===== src/hdl/mac_pkg.sv =====
// ----------------------------------------------------------------------------
// mac_pkg: shared types and constants for the moving-average crossover unit
// Register codes, relation and signal codes, and the command flags that
// travel from the front part to the back part through the command queue.
// ----------------------------------------------------------------------------
package mac_pkg;

  // configuration register file
  localparam int CFG_W  = 9;
  localparam int APB_AW = 3;
  localparam int APB_DW = 32;
  localparam logic [CFG_W-1:0] SHORT_RESET = 9'd20;
  localparam logic [CFG_W-1:0] LONG_RESET  = 9'd50;

  typedef enum logic [0:0] {
    REG_SHORT = 1'b0,
    REG_LONG  = 1'b1
  } reg_idx_t;

  // relation of short average to long average
  typedef enum logic [1:0] {
    REL_EQUAL = 2'd0,
    REL_ABOVE = 2'd1,
    REL_BELOW = 2'd2
  } rel_t;

  // result codes
  typedef enum logic [1:0] {
    SIG_NONE = 2'd0,
    SIG_BUY  = 2'd1,
    SIG_SELL = 2'd2
  } sig_t;

  // per-beat classification made by the front part
  typedef struct packed {
    logic sub_short;  // oldest price leaves the short window
    logic sub_long;   // oldest price leaves the long window
    logic armed;      // previous relation is valid, a cross may be reported
    logic eval;       // relation gets recorded for this beat
  } cmd_flags_t;

  // queue depths
  localparam int CMD_DEPTH   = 4;
  localparam int CMD_CNT_W   = $clog2(CMD_DEPTH + 1);
  localparam int OUT_DEPTH   = 4;
  localparam int OUT_CNT_W   = $clog2(OUT_DEPTH + 1);

endpackage


===== src/hdl/mac_queue.sv =====
// ----------------------------------------------------------------------------
// mac_queue: small register FIFO
// Flop-based first-in first-out queue with an occupancy count. The caller
// never pushes when full nor pops when empty.
// ----------------------------------------------------------------------------
module mac_queue #(
  parameter int WIDTH = 2,
  parameter int DEPTH = 4
) (
  input  logic                       clk,
  input  logic                       rst,
  input  logic                       push,
  input  logic [WIDTH-1:0]           din,
  input  logic                       pop,
  output logic [WIDTH-1:0]           dout,
  output logic                       empty,
  output logic [$clog2(DEPTH+1)-1:0] count
);
  localparam int PTR_W = (DEPTH > 1) ? $clog2(DEPTH) : 1;
  localparam int CNT_W = $clog2(DEPTH + 1);

  logic [WIDTH-1:0] entries [DEPTH];
  logic [PTR_W-1:0] wr_ptr, rd_ptr;

  // pointer and count update
  always_ff @(posedge clk) begin
    if (rst) begin
      wr_ptr <= '0;
      rd_ptr <= '0;
      count  <= '0;
    end else begin
      if (push) begin
        wr_ptr <= (wr_ptr == PTR_W'(DEPTH - 1)) ? '0 : wr_ptr + PTR_W'(1);
      end
      if (pop) begin
        rd_ptr <= (rd_ptr == PTR_W'(DEPTH - 1)) ? '0 : rd_ptr + PTR_W'(1);
      end
      if (push && !pop) begin
        count <= count + CNT_W'(1);
      end else if (pop && !push) begin
        count <= count - CNT_W'(1);
      end
    end
  end

  // storage
  always_ff @(posedge clk) begin
    if (push) begin
      entries[wr_ptr] <= din;
    end
  end

  assign dout  = entries[rd_ptr];
  assign empty = (count == '0);

endmodule


===== src/hdl/mac_back.sv =====
// ----------------------------------------------------------------------------
// mac_back: running sums, cross-multiply compare and result queue
// Pops commands, updates both running sums, multiplies each sum by the other
// window, compares the products and reports golden or death crosses.
// ----------------------------------------------------------------------------
module mac_back #(
  parameter int MAX_WINDOW = 256,
  parameter int PRICE_BITS = 32
) (
  input  logic                            clk,
  input  logic                            rst,
  input  logic                            restart,
  input  logic [$clog2(MAX_WINDOW+1)-1:0] short_win,
  input  logic [$clog2(MAX_WINDOW+1)-1:0] long_win,
  input  logic                            q_empty,
  output logic                            q_pop,
  input  mac_pkg::cmd_flags_t             q_flags,
  input  logic [PRICE_BITS-1:0]           q_price,
  input  logic [PRICE_BITS-1:0]           q_old_short,
  input  logic [PRICE_BITS-1:0]           q_old_long,
  output logic                            empty,
  input  logic                            pop,
  output logic [1:0]                      signal
);
  import mac_pkg::*;

  localparam int AW     = $clog2(MAX_WINDOW);
  localparam int WIN_W  = $clog2(MAX_WINDOW + 1);
  localparam int SUM_W  = PRICE_BITS + AW;
  localparam int PROD_W = SUM_W + WIN_W;

  logic [SUM_W-1:0]     short_sum, long_sum;
  logic [SUM_W-1:0]     drop_short, drop_long;
  logic                 v1, v2;
  logic                 b1_armed, b1_eval, b2_armed, b2_eval;
  logic [PROD_W-1:0]    prod_short, prod_long;
  rel_t                 prev_rel, rel;
  sig_t                 res_sig;
  logic                 res_push;
  logic [OUT_CNT_W-1:0] out_count;
  logic [OUT_CNT_W+1:0] in_flight;

  // pop only with a result slot guaranteed for every beat in flight
  assign in_flight = (OUT_CNT_W+2)'(out_count) + (OUT_CNT_W+2)'(v1) + (OUT_CNT_W+2)'(v2);
  assign q_pop     = !q_empty && (in_flight < (OUT_CNT_W+2)'(OUT_DEPTH));

  assign drop_short = q_flags.sub_short ? SUM_W'(q_old_short) : '0;
  assign drop_long  = q_flags.sub_long  ? SUM_W'(q_old_long)  : '0;

  // stage 1: running sums
  always_ff @(posedge clk) begin
    if (rst || restart) begin
      short_sum <= '0;
      long_sum  <= '0;
    end else if (q_pop) begin
      short_sum <= short_sum + SUM_W'(q_price) - drop_short;
      long_sum  <= long_sum + SUM_W'(q_price) - drop_long;
    end
  end

  // stage valids
  always_ff @(posedge clk) begin
    if (rst) begin
      v1 <= 1'b0;
      v2 <= 1'b0;
    end else begin
      v1 <= q_pop;
      v2 <= v1;
    end
  end

  // flag pipeline
  always_ff @(posedge clk) begin
    b1_armed <= q_flags.armed;
    b1_eval  <= q_flags.eval;
    b2_armed <= b1_armed;
    b2_eval  <= b1_eval;
  end

  // stage 2: cross products, short_sum*L against long_sum*S
  always_ff @(posedge clk) begin
    prod_short <= PROD_W'(short_sum) * PROD_W'(long_win);
    prod_long  <= PROD_W'(long_sum) * PROD_W'(short_win);
  end

  // stage 3: compare and cross detection
  always_comb begin
    if (prod_short > prod_long) begin
      rel = REL_ABOVE;
    end else if (prod_short < prod_long) begin
      rel = REL_BELOW;
    end else begin
      rel = REL_EQUAL;
    end
    res_sig = SIG_NONE;
    if (b2_armed) begin
      if (prev_rel != REL_ABOVE && rel == REL_ABOVE) begin
        res_sig = SIG_BUY;
      end else if (prev_rel != REL_BELOW && rel == REL_BELOW) begin
        res_sig = SIG_SELL;
      end
    end
  end

  assign res_push = v2;

  // relation history
  always_ff @(posedge clk) begin
    if (rst || restart) begin
      prev_rel <= REL_EQUAL;
    end else if (v2 && b2_eval) begin
      prev_rel <= rel;
    end
  end

  // result queue; a pop counts only while a beat is waiting
  mac_queue #(
    .WIDTH (2),
    .DEPTH (OUT_DEPTH)
  ) u_out_queue (
    .clk   (clk),
    .rst   (rst),
    .push  (res_push),
    .din   (res_sig),
    .pop   (pop && !empty),
    .dout  (signal),
    .empty (empty),
    .count (out_count)
  );

  // checks
  a_out_room: assert property (@(posedge clk) disable iff (rst)
    res_push |-> out_count != OUT_CNT_W'(OUT_DEPTH))
    else $error("result queue overflow");

  a_buy_needs_change: assert property (@(posedge clk) disable iff (rst)
    (res_push && res_sig == SIG_BUY) |-> prev_rel != REL_ABOVE)
    else $error("buy reported without a cross");

  a_rel_held: assert property (@(posedge clk) disable iff (rst)
    (v2 && !b2_eval && !restart) |=> $stable(prev_rel))
    else $error("relation recorded during warm-up");

endmodule


===== config.mk =====
export PLATFORM = sky130hd
export DESIGN_NAME = mac_back
export DESIGN_NICKNAME = d
export VERILOG_FILES = /design/src/hdl/mac_pkg.sv /design/src/hdl/mac_queue.sv /design/src/hdl/mac_back.sv
export SDC_FILE = /design/constraint.sdc
export NUM_CORES = 2
export LEC_CHECK = 0
export BUFFER_PORTS_ARGS = -buffer_cell sky130_fd_sc_hd__buf_4
export CORE_ASPECT_RATIO = 1.25
export CORE_MARGIN = 8
export CORE_UTILIZATION = 45
export DETAILED_ROUTE_END_ITERATION = 10
export GPL_ROUTABILITY_DRIVEN = 0
export PLACE_DENSITY = 0.65
export SYNTH_ARGS = -nofsm -noshare
export SYNTH_HDL_FRONTEND = slang
export SYNTH_HIERARCHICAL = 1
export SYNTH_SLANG_ARGS = --single-unit

===== constraint.sdc =====
create_clock -name clk -period 8.8 [get_ports clk]
set_clock_uncertainty 0.05 [all_clocks]
set_input_delay 0 -clock clk [delete_from_list [all_inputs] [get_ports clk]]
set_output_delay 0 -clock clk [all_outputs]
set_load 0.02 [all_outputs]

==> key figures <==
Run status
  – Outcome: complete, no violations

Placement
  – Area after DPL: 37600 um2
  – Number of instances in the placed design: 5291
  – Placement Setup Slack: 2.90 ns
  – HPWL after DPL: 80300 um
  – I/O Buffers: 126

Power
  – Pwr dens: 200 nW/um2
  – Reported net switching power: 3.77 mW
  – Peak supply drop: 0.140 mV
  – Switching share of power: 0.489
  – Logic pwr share: 0.654
  – Total Power: 7.72 mW
  – Int Power: 3.94 mW
  – Lkg Pwr: 20.1 nW
  – Clock power share: 0.155
  – Reg power frac: 0.191

Synth
  – Gate Count Post-Synth: 4309
  – Synth Net Count: 5305
  – Synthesis-stage register bit count: 203
  – Synth top area share: 0.332
  – Yosys top cell by area: fa_1
  – Cell variety after synth: 83
  – Register area share after synthesis: 0.115
  – Mapped Area: 36100 um2
  – Async SR Flop Fraction: 0
  – Synth Flop Type: dfxtp_1
  – Synthesized area per cell: 8.37 um2
  – EDFF count, synth: 8
  – Ys Warns: 6
  – Top cells by area, synth: fa_1, dfxtp_1, inv_1

Hold path
  – Hold endpoint: b1_eval$_DFF_P_
  – Min-delay src: q_flags[0]
  – Worst Hold Class: input pin to flip-flop
  – Hold path depth: 2

Cells and area
  – Post-route core utilization: 0.484
  – Post-route cell area: 38600 um2
  – Fin nets: 5262
  – Fraction of layout cells with a size suffix above 1: 0.0504
  – Area grow syn2layout: 7.07%
  – Non-filler instance count after layout: 5348
  – Ant. Diodes: 0

Timing
  – Final setup margin: 2.91 ns
  – Worst rel slew slack: 0.387
  – Slew Viols, Final: 0
  – Hold_ws: 0.0516 ns
  – Final hold viol count: 0
  – Setup TNS: 0 ns
  – Least-Margin Pin Slew: 0.920 ns
  – Final setup viols: 0
  – Fmax: 0.170 GHz
  – Fin crit period: 5.89 ns
  – Period Utilization, post-route: 0.669
  – RSZ-0062 raised after global routing: no

Routing
  – Avg WL per Cell: 18.3 um
  – WL final: 97600 um
  – Pre-antenna DRT Iters: 5
  – Drt drc: 0
  – Final antenna-violating net count: 0
  – DR iter-0 viols: 1531
  – DR vias: 28100
  – Via density: 5.26

CTS
  – Clock slew at reported path FFs: 0.06 ns
  – Clk_lat worst skew: 0.57 ns
  – H-tree depth: 1
  – CTS root buf: clkbuf_16
  – CTS tree: done
  – CTS max path bufs: 3
  – Clk sinks: 203
  – Total CTS buffers: 27

Floorplanning
  – Total die area: 89600 um2
  – Die height: 333 um
  – Initial Utilization: 0.452
  – DIE WIDTH: 269 um
  – Top-Level Pins: 127
  – Row count: 116
  – Core footprint: 79800 um2

Global routing
  – GRT Util Overall: 0.219
  – Vias in the first global route: 29700
  – First-pass GRT wire length: 159000 um
  – Initial antenna violation count: 0
  – GRT overflow: 0
  – Largest net degree at the start of global routing: 62

Setup path
  – Worst R2R Start: short_sum[12]$_SDFFE_PP0P_
  – Worst r2r dst: prod_short[41]$_DFF_P_
  – Crit. End Element: flip-flop
  – Crit path launch type: flip-flop
  – R2R depth: 19
  – Arrival @ worst endpoint: 6.28 ns
  – Worst EP required: 9.19 ns
  – R2r setup slk: 2.91 ns
  – Crit Path Class: flip-flop to flip-flop
  – Worst Path Max Fanout: 11

Flow run
  – Max cap viols: 0
## cell families (layout without fill, tap and decap cells)
| logic type | count (synthesis) | in the layout | share of synthesized area |
|---|---|---|---|
| AOI/OAI and AO/OA | 627 | 627 | 0.113 |
| muxes | 10 | 10 | 0.00350 |
| and+or+nand+nor | 1315 | 1315 | 0.187 |
| buffers and inverters | 1132 | 1109 | 0.118 |
| adders and majority gates | 873 | 873 | 0.427 |
| xor gates and xnor gates | 149 | 149 | 0.0362 |
| DFF | 203 | 203 | 0.115 |
## metal layers
layer | vias to the layer above | GRT usage | wire, um
li1 | 13100 | - | -
met1 | 14100 | 0.268 | 40600
met2 | 640 | 0.391 | 48400
met3 | 218 | 0.0189 | 3930
met4 | 0 | 0.0960 | 4710
met5 | - | 0 | 0
## critical path, cell delays in order, from the launching register on
cell and delay, ns:
dfxtp_1 0.56, nand2_1 0.14, fa_1 0.55, inv_1 0.05
fa_1 0.48, fa_1 0.55, inv_1 0.05, fa_1 0.50
inv_1 0.05, ha_1 0.35, a21o_1 0.21, a21oi_1 0.20
nor2_1 0.08, a21oi_1 0.19, a21oi_1 0.14, nor3b_1 0.64
nor2b_1 0.18, a31oi_1 0.47, o21bai_1 0.16, xor2_1 0.16
## power groups by stage
stage	logic, mW	clock network [mW]	registers [mW]
finish	5.05	1.20	1.47
global route	5.76	1.25	1.50
CTS	5.07	1.22	1.47
detailed placement	5.04	0	1.49
global placement	4.96	0	1.48
floorplan	3.95	0	1.27
## area by class of cell
cell class                 count  area, um2
multi-input combinational   2974      27700
tap                         1062       1330
inverter                     920       3450
clock inverter                17        200
fill                        7832      41200
timing repair buffer         140       1070
sequential                   203       4140
clock buffer                  32        757
## registers in the layout, indices dropped and copies added (netlist names), named ones only
register / flops
b2_eval: 1
prod_long: 49
u_out_queue/entries: 8
res_push: 1
u_out_queue/count: 3
u_out_queue/wr_ptr: 2
b1_armed: 1
b1_eval: 1
short_sum: 40
v1: 1
prod_short: 49
u_out_queue/rd_ptr: 2
long_sum: 40
prev_rel: 2
b2_armed: 1
## how the worst max path moves through the flow
stage	endpoint	from	cells after the start	slack, ns
2_1_floorplan	prod_long[41]$_DFF_P_	long_sum[10]$_SDFFE_PP0P_	20	3.61
3_3_place_gp	prod_short[44]$_DFF_P_	short_sum[13]$_SDFFE_PP0P_	18	3.04
3_5_place_dp	prod_short[41]$_DFF_P_	short_sum[12]$_SDFFE_PP0P_	19	2.90
4_1_cts	prod_short[41]$_DFF_P_	short_sum[12]$_SDFFE_PP0P_	19	2.89
5_1_grt	prod_short[44]$_DFF_P_	short_sum[13]$_SDFFE_PP0P_	18	2.59
6_report	prod_short[41]$_DFF_P_	short_sum[12]$_SDFFE_PP0P_	19	2.91
## synth_stat cells (all sizes together), types with 4 or more instances
master / number
nand3: 52
o211ai: 12
nor2: 89
clkbuf: 204
nand2: 487
a211oi: 20
a21o: 125
nor3: 27
a21oi: 224
dfxtp: 195
nand4: 26
o21bai: 29
o31ai: 10
and4: 5
or4: 5
ha: 274
a41oi: 6
a221oi: 10
nor4: 4
nand2b: 19
a31oi: 21
buf: 8
a211o: 4
mux2i: 7
o21a: 13
xnor2: 90
o2111ai: 5
o21ai: 105
nor3b: 4
fa: 599
o311ai: 6
inv: 920
xor2: 59
and3: 30
or3: 12
and2: 514
or2: 6
nor2b: 27
edfxtp: 8
## cell usage in the layout (no fill, tap or decap), drive strengths merged, types with 105 or more instances in the layout
cell type	instances
a21o	125
a21oi	224
and2	514
buf	132
dfxtp	195
fa	599
ha	274
inv	926
nand2	487
o21ai	105
## repair_timing
item | CTS | global route
hold buffers | 8 | 0
gates resized for setup | 0 | 0
endpoints found under the hold margin | 19 | 0
setup buffers | 0 | 0
(Power assumes the default switching activity.)
