==> config.mk <==
export PLATFORM = sky130hd
export DESIGN_NAME = mac_queue
export DESIGN_NICKNAME = d
export VERILOG_FILES = /design/src/hdl/mac_queue.sv
export SDC_FILE = /design/constraint.sdc
export NUM_CORES = 1
export LEC_CHECK = 0
export BUFFER_PORTS_ARGS = -buffer_cell sky130_fd_sc_hd__clkbuf_2
export CORE_MARGIN = 2
export CORE_UTILIZATION = 40
export CTS_BUF_LIST = sky130_fd_sc_hd__clkbuf_16
export DETAILED_ROUTE_END_ITERATION = 12
export GPL_TIMING_DRIVEN = 0
export PLACE_DENSITY = 0.62
export SLEW_MARGIN = 15
export SYNTH_ARGS = -nofsm -noshare
export SYNTH_HDL_FRONTEND = slang
export SYNTH_SLANG_ARGS = --single-unit
==> constraint.sdc <==
create_clock -name clk -period 2.1 [get_ports clk]
set_input_delay 0 -clock clk [delete_from_list [all_inputs] [get_ports clk]]
set_output_delay 0 -clock clk [all_outputs]
set_load 0.01 [all_outputs]
==> src/hdl/mac_queue.sv <==
// ----------------------------------------------------------------------------
// mac_queue: small register FIFO
// Flop-based first-in first-out queue with an occupancy count. The caller
// never pushes when full nor pops when empty.
// ----------------------------------------------------------------------------
module mac_queue #(
  parameter int WIDTH = 2,
  parameter int DEPTH = 4
) (
  input  logic                       clk,
  input  logic                       rst,
  input  logic                       push,
  input  logic [WIDTH-1:0]           din,
  input  logic                       pop,
  output logic [WIDTH-1:0]           dout,
  output logic                       empty,
  output logic [$clog2(DEPTH+1)-1:0] count
);
  localparam int PTR_W = (DEPTH > 1) ? $clog2(DEPTH) : 1;
  localparam int CNT_W = $clog2(DEPTH + 1);

  logic [WIDTH-1:0] entries [DEPTH];
  logic [PTR_W-1:0] wr_ptr, rd_ptr;

  // pointer and count update
  always_ff @(posedge clk) begin
    if (rst) begin
      wr_ptr <= '0;
      rd_ptr <= '0;
      count  <= '0;
    end else begin
      if (push) begin
        wr_ptr <= (wr_ptr == PTR_W'(DEPTH - 1)) ? '0 : wr_ptr + PTR_W'(1);
      end
      if (pop) begin
        rd_ptr <= (rd_ptr == PTR_W'(DEPTH - 1)) ? '0 : rd_ptr + PTR_W'(1);
      end
      if (push && !pop) begin
        count <= count + CNT_W'(1);
      end else if (pop && !push) begin
        count <= count - CNT_W'(1);
      end
    end
  end

  // storage
  always_ff @(posedge clk) begin
    if (push) begin
      entries[wr_ptr] <= din;
    end
  end

  assign dout  = entries[rd_ptr];
  assign empty = (count == '0);

endmodule

==> results by group, run 1 <==
Worst setup path
  • WP data arrival: 1.67 ns
  • Crit end category: register
  • CP Max Fanout: 4
  • Critical Path Start Type: register
  • Critical path required time: 2.28 ns
  • Type of the worst setup path: register to register

Synth
  • Area share of the largest cell type after synthesis: 33.45%
  • Mapped Nets: 66
  • Sequential share of the synthesized area: 58.54%
  • Number of enable-type register cells in the synthesized netlist: 8
  • Cell with the most instances after synthesis: dfxtp_1
  • Distinct cells, synth: 15
  • Commonest cells post-synth: dfxtp_1 (9), edfxtp_1 (8), nor2_1 (7)
  • Yosys reg bits: 17
  • Mapped Area: 718.2 um^2
  • Yosys warns: 0
  • Most used DFF post-synth: dfxtp_1
  • Average size of a mapped cell: 13.55 um^2
  • Post-synth top area cell: edfxtp_1
  • Leading post-synthesis cells by cell area: edfxtp_1 (33%), dfxtp_1 (25%), ha_1 (10%)
  • Asr flop ratio synth: 0%
  • Mapped Cells: 53

STA
  • RSZ-0062 raised after global routing: false
  • FMAX: 670.5 MHz
  • Fin Clk Skew: 0.001195 ns
  • WHS: 0.02887 ns
  • Period minus WS final: 1.491 ns
  • Slew Limit Fails: 0
  • Setup TNS: 0 ns
  • Worst Tran Pin Value: 0.1995 ns
  • Setup violators final: 0
  • Max_slew headroom: 86.68%
  • Tcrit/Tclk final: 71.02%
  • Final Hold Fails: 0

Pwr
  • Leak pwr: 0.3907 nW
  • P_sw: 0.2042 mW
  • Combinational Power Share: 13.2%
  • Final Power: 0.8932 mW
  • Net Sw Frac: 22.86%
  • Clk pwr share: 42.3%
  • Power Dens Cells: 987.3 nW/um^2
  • Sequential share of power: 44.5%
  • Internal power: 0.6890 mW
  • Peak supply drop: 714.6 uV

Clock network
  • Clock latency on the worst-skew pair: 0.25 ns
  • Number of H-tree levels: 1
  • Clk pin slew, worst setup/hold paths: 0.05 ns
  • CTS buffer count: 3
  • CTS tree: built
  • PostCTS Resize Cnt: 0
  • Maximum buffer depth of the clock tree: 2
  • Clk Tree Root Cell: clkbuf_16
  • Clock tree sinks: 17

Flow run
  • Max-Cap Viols: 0

Die
  • Std-Cell Rows: 15
  • DIE WIDTH: 46.38 um
  • Die area: 2151 um^2
  • I/O Pins: 12
  • Core area: 1708 um^2
  • Die Ht: 46.38 um
  • Initial Util: 42.05%

Global route
  • Vias in the first global route: 396
  • GR Overflow Total: 0
  • Global-route wire length before repair: 1773 um
  • Initial antenna violation count: 0
  • Largest net degree at the start of global routing: 11
  • GRT Overall Usage: 12.81%

Layout
  • Area of the multi-input gates: 282.8 um^2
  • Non-Filler Instances: 95
  • Layout area overhead: 25.96%
  • Share of layout cells above drive strength 1: 24.29%
  • Final core utilization: 52.97%
  • # fillers: 150
  • Diodes inserted: 0
  • Reg area: 420.4 um^2
  • Net count reported at finish: 84

Routing
  • Antenna Nets Post-Route: 0
  • Post-Route WL: 1052 um
  • Initial DRC Count: 3
  • DR vias/cell: 4.474
  • DRT Pass-1 Iters: 4
  • DRC errors left: 0
  • Avg WL per Cell: 11.07 um
  • DR vias: 425

Outcome
  • Outcome: finished, final reports clean

Placement
  • Placed cells: 89
  • Post-DP HPWL: 730.5 um
  • Final GP Congestion: 0.7051
  • Port buffer count: 11

Hold path
  • HP Class: primary input to register
[layer usage]
metal	routed length [um]	global-route usage (%)
met5	0	0
met3	52	5.882
met2	489	17.50
met1	493	15.96
met4	16	8.571
[metrics by stage]
step | worst slack (ns) | instance area, um^2
final | 0.6086 | 904.6
after global routing | 0.5583 | 904.6
after CTS | 0.6106 | 904.6
after detailed placement | 0.6086 | 804.5
after global placement | 0.6477 | 804.5
after floorplan | 0.6530 | 718.2
[final timing paths]
| check | from | depth (start not counted) | slack, ns | to |
|---|---|---|---|---|
| min | rst | 2 | 0.03 | wr_ptr[1]$_SDFFE_PP0P_ |
| max | count[0]$_SDFFE_PP0P_ | 4 | 0.61 | count[2]$_SDFFE_PP0P_ |
| max reg2reg | count[0]$_SDFFE_PP0P_ | 4 | 0.61 | count[2]$_SDFFE_PP0P_ |
| min reg2reg | count[2]$_SDFFE_PP0P_ | 2 | 0.52 | count[2]$_SDFFE_PP0P_ |
[worst max-delay path, cell delays in order (launching register included)]
cell	delay [ns]
dfxtp_1	0.35
fa_1	0.44
xor2_1	0.18
or3_1	0.30
a21oi_1	0.14
[layout by cell type (no fill, tap or decap), drive strengths merged]
cell and instances:
nor2 7, inv 4, edfxtp 8, ha 6, clkbuf 14, dlygate4sd3 2, xor2 2, mux4 2
a21oi 2, fa 1, and2 4, clkinv 1, mux2i 4, o21ai 1, nor3b 1, or3 1
dfxtp 9, nor3 1
[power by group through the flow]
| stage | clock (mW) | combinational, mW | sequential (mW) |
|---|---|---|---|
| 6_report | 0.377 | 0.118 | 0.397 |
| 5_1_grt | 0.398 | 0.134 | 0.401 |
| 4_1_cts | 0.390 | 0.119 | 0.397 |
| 3_5_place_dp | 0 | 0.116 | 0.404 |
| 3_3_place_gp | 0 | 0.114 | 0.403 |
| 2_1_floorplan | 0 | 0.0701 | 0.404 |
[cell families after synthesis]
family	synth area share, %
flip-flops	58.54
AND/OR/NAND/NOR	9.756
adder cells (fa/ha/maj)	13.24
multiplexers	11.85
buffers and inverters	2.090
AO/OA/AOI/OAI	2.090
XOR/XNOR	2.439
[layout make-up]
class | count | area share, %
clock buffers | 3 | 8.299
clock inverters | 1 | 0.5533
inverters | 4 | 1.660
multi-input cells | 32 | 31.26
flip-flops and latches | 17 | 46.47
well taps | 25 | 3.458
repair buffers | 13 | 8.299
[repair_timing]
item	in CTS	in global routing
hold buffers	2	0
buffers inserted	0	0
endpoints found under the hold margin	8	0
Note: power is estimated with default switching activity, not from simulation.
==> run 2: changes to the inputs <==
--- a/config.mk
+++ b/config.mk
@@ -5,13 +5,14 @@
 export SDC_FILE = /design/constraint.sdc
 export NUM_CORES = 1
 export LEC_CHECK = 0
+export ABC_AREA = 1
 export BUFFER_PORTS_ARGS = -buffer_cell sky130_fd_sc_hd__clkbuf_2
 export CORE_MARGIN = 2
 export CORE_UTILIZATION = 40
 export CTS_BUF_LIST = sky130_fd_sc_hd__clkbuf_16
 export DETAILED_ROUTE_END_ITERATION = 12
 export GPL_TIMING_DRIVEN = 0
-export PLACE_DENSITY = 0.62
+export PLACE_DENSITY = 0.64
 export SLEW_MARGIN = 15
 export SYNTH_ARGS = -nofsm -noshare
 export SYNTH_HDL_FRONTEND = slang
==> constraint.sdc (replaced) <==
create_clock -name clk -period 1.2 [get_ports clk]
set_input_delay 0 -clock clk [delete_from_list [all_inputs] [get_ports clk]]
set_output_delay 0 -clock clk [all_outputs]
set_load 0.01 [all_outputs]
==> run 2 against run 1 <==
First-iteration DRC count unchanged. Worst hold slack better by 0.049 ns. Die area up 4.4%. Power up 71%. Critical path type unchanged.
==> results by group, run 2 <==
Outcome
  • Outcome: finished, final reports clean

Pwr
  • Leak pwr: 0.4575 nW
  • P_sw: 0.3389 mW
  • Net Sw Frac: 22.15%
  • Peak supply drop: 845.0 uV
  • Combinational Power Share: 13.8%
  • Sequential share of power: 45.2%
  • Clk pwr share: 41.0%
  • Power Dens Cells: 1599 nW/um^2
  • Internal power: 1.191 mW

Clock network
  • CTS buffer count: 3
  • CTS tree: built
  • Setup bufs post-CTS: 0
  • Clock tree sinks: 17
  • Number of H-tree levels: 1
  • Maximum buffer depth of the clock tree: 2
  • Clock latency on the worst-skew pair: 0.24 ns
  • Clk Tree Root Cell: clkbuf_16
  • Clk pin slew, worst setup/hold paths: 0.05 ns

Die
  • Die Ht: 47.40 um
  • DIE WIDTH: 47.40 um
  • Die area: 2246 um^2
  • Initial Util: 43.15%
  • Core area: 1745 um^2
  • I/O Pins: 12
  • Std-Cell Rows: 15

Routing
  • DR vias: 526
  • DR vias/cell: 4.347
  • Initial DRC Count: 3
  • DRT Pass-1 Iters: 4
  • DRC errors left: 0
  • Antenna Nets Post-Route: 0
  • Avg WL per Cell: 8.793 um
  • Post-Route WL: 1064 um

Worst setup path
  • Delay of the slowest critical-path stage: 0.36 ns
  • Reg2Reg Setup Slack: 0.09 ns
  • Worst reg-to-reg path cell count: 7
  • Slowest cell on crit path: fa_2
  • Critical path required time: 1.34 ns
  • R2r startpoint: count[1]$_SDFFE_PP0P_
  • Reg2reg end: count[2]$_SDFFE_PP0P_
  • Critical-path cell list: fa_2 > inv_1 > nand2_1 > nand3_1 > nand2_1 > inv_1 > nor2_1
  • WP data arrival: 1.25 ns
  • Type of the worst setup path: register to register
  • Critical Path Start Type: register
  • Crit end category: register
  • CP Max Fanout: 4

STA
  • Max_slew headroom: 89.55%
  • FMAX: 901.6 MHz
  • Setup TNS: 0 ns
  • Final Hold Fails: 0
  • Slew Limit Fails: 0
  • Tcrit/Tclk final: 92.43%
  • Period minus WS final: 1.109 ns
  • Setup violators final: 0
  • Worst Tran Pin Value: 0.1552 ns
  • RSZ-0062 raised after global routing: false
  • Final worst slack: 0.09082 ns
  • Fin Clk Skew: 0.001027 ns
  • WHS: 0.07794 ns

Synth
  • Post-synth top area cell: edfxtp_1
  • Asr flop ratio synth: 0%
  • Mapped Nets: 91
  • Cell with the most instances after synthesis: inv_1
  • Average size of a mapped cell: 9.657 um^2
  • Mapped Area: 753.2 um^2
  • Yosys warns: 0
  • Most used DFF post-synth: dfxtp_1
  • Commonest cells post-synth: inv_1 (15), nor2_1 (12), dfxtp_1 (9)
  • Number of enable-type register cells in the synthesized netlist: 8
  • Mapped Cells: 78
  • Yosys reg bits: 17
  • Sequential share of the synthesized area: 55.81%
  • Distinct cells, synth: 16
  • Leading post-synthesis cells by cell area: edfxtp_1 (32%), dfxtp_1 (24%), ha_1 (10%)
  • Area share of the largest cell type after synthesis: 31.89%

Global route
  • GR Overflow Total: 0
  • Initial antenna violation count: 0
  • Vias in the first global route: 516
  • Largest net degree at the start of global routing: 10
  • GRT Overall Usage: 12.64%
  • Global-route wire length before repair: 1897 um

Hold path
  • Worst Hold End: rd_ptr[1]$_SDFFE_PP0P_
  • Hold_sp: pop
  • Hold path depth: 3
  • HP Class: primary input to register

Layout
  • Net count reported at finish: 110
  • # fillers: 158
  • Share of layout cells above drive strength 1: 20.83%
  • Most frequent cells in the layout: inv_1 (16), nor2_1 (12), clkbuf_2 (11)
  • Most common cell after layout, fill and taps aside: inv_1
  • Layout area overhead: 27.08%
  • Diodes inserted: 0

Flow run
  • Max-Cap Viols: 0

Placement
  • Worst slack, placed: -0.05671 ns
  • Post-DP HPWL: 842.2 um
  • Final GP Congestion: 0.6929
  • Port buffer count: 11
run 2: changes by cell type after synthesis, moves of 2 or more:
cell and delta:
inv_1 +11, nand2_1 +8, o21ai_0 +6, nor2_1 +5, and2_1 -4, mux2i_1 -4, mux4_2 -2, o22ai_1 +2
run 2: timing repair:
item | 4_1_cts | 5_1_grt
hold buffers | 3 | 0
gates resized for setup | 2 | 4
endpoints found under the hold margin | 12 | 0
pin swaps | 0 | 1
setup endpoints to repair | 1 | 3
run 2: kinds of logic after synthesis:
logic type	count (synthesis)	share of synthesized area [%]
and+or+nand+nor	25	14.12
AOI/OAI and AO/OA	12	8.304
DFF	17	55.81
adders and majority gates	7	12.62
buffers and inverters	16	7.972
xor gates and xnor gates	1	1.163
run 2: metrics by stage:
step | area (um^2) | total power, mW | std cells | utilization, %
6_report | 957.2 | 1.530 | 121 | 54.84
5_1_grt | 957.2 | 1.617 | 121 | 54.84
3_3_place_gp | 839.6 | 0.8955 | 114 | 48.10
4_1_cts | 952.2 | 1.546 | 121 | 54.55
2_1_floorplan | 753.2 | 0.8281 | 78 | -
3_5_place_dp | 839.6 | 0.9010 | 114 | 48.10
run 2: power groups by stage:
stage               Clock [mW]  Combinational (mW)  Sequential (mW)
finish                   0.627               0.211            0.692
global route             0.669               0.250            0.698
CTS                      0.643               0.212            0.691
detailed placement           0               0.201            0.700
global placement             0               0.196            0.699
floorplan                    0               0.126            0.702
run 2: final cells by class:
type                    instances  area (um^2)  area share [%]
clock inverters                 1        3.754          0.3922
well taps                      25        31.28           3.268
inverters                      16        60.06           6.275
repair buffers                 14        85.08           8.889
multi-input cells              45        275.3           28.76
flip-flops and latches         17        426.7           44.58
clock buffers                   3        75.07           7.843
run 2: layer usage:
metal  global-route usage (%)  wire length, um  vias up
li1                         -                -      286
met1                    12.98              493      231
met2                    22.16              525        7
met3                    3.462               33        2
met4                    8.333               10        0
met5                        0                0        -
run 2: critical path: cells and delay by family, from the launching register on:
kind                       cells  cell delay [ns]
and+or+nand+nor                4             0.23
DFF                            1             0.33
buffers and inverters          2             0.10
adders and majority gates      1             0.36
run 2: worst max-delay path by stage:
stage                                     start               endpoint  slack [ns]  depth (start not counted)
after floorplan           count[0]$_SDFFE_PP0P_  count[2]$_SDFFE_PP0P_       0.002                          7
after global placement                      pop  count[2]$_SDFFE_PP0P_       -0.03                         11
after detailed placement                    pop  count[2]$_SDFFE_PP0P_       -0.06                         11
after CTS                 count[1]$_SDFFE_PP0P_  count[1]$_SDFFE_PP0P_       0.003                          3
after global routing      count[1]$_SDFFE_PP0P_  count[2]$_SDFFE_PP0P_       0.005                          7
final                     count[1]$_SDFFE_PP0P_  count[2]$_SDFFE_PP0P_        0.09                          7
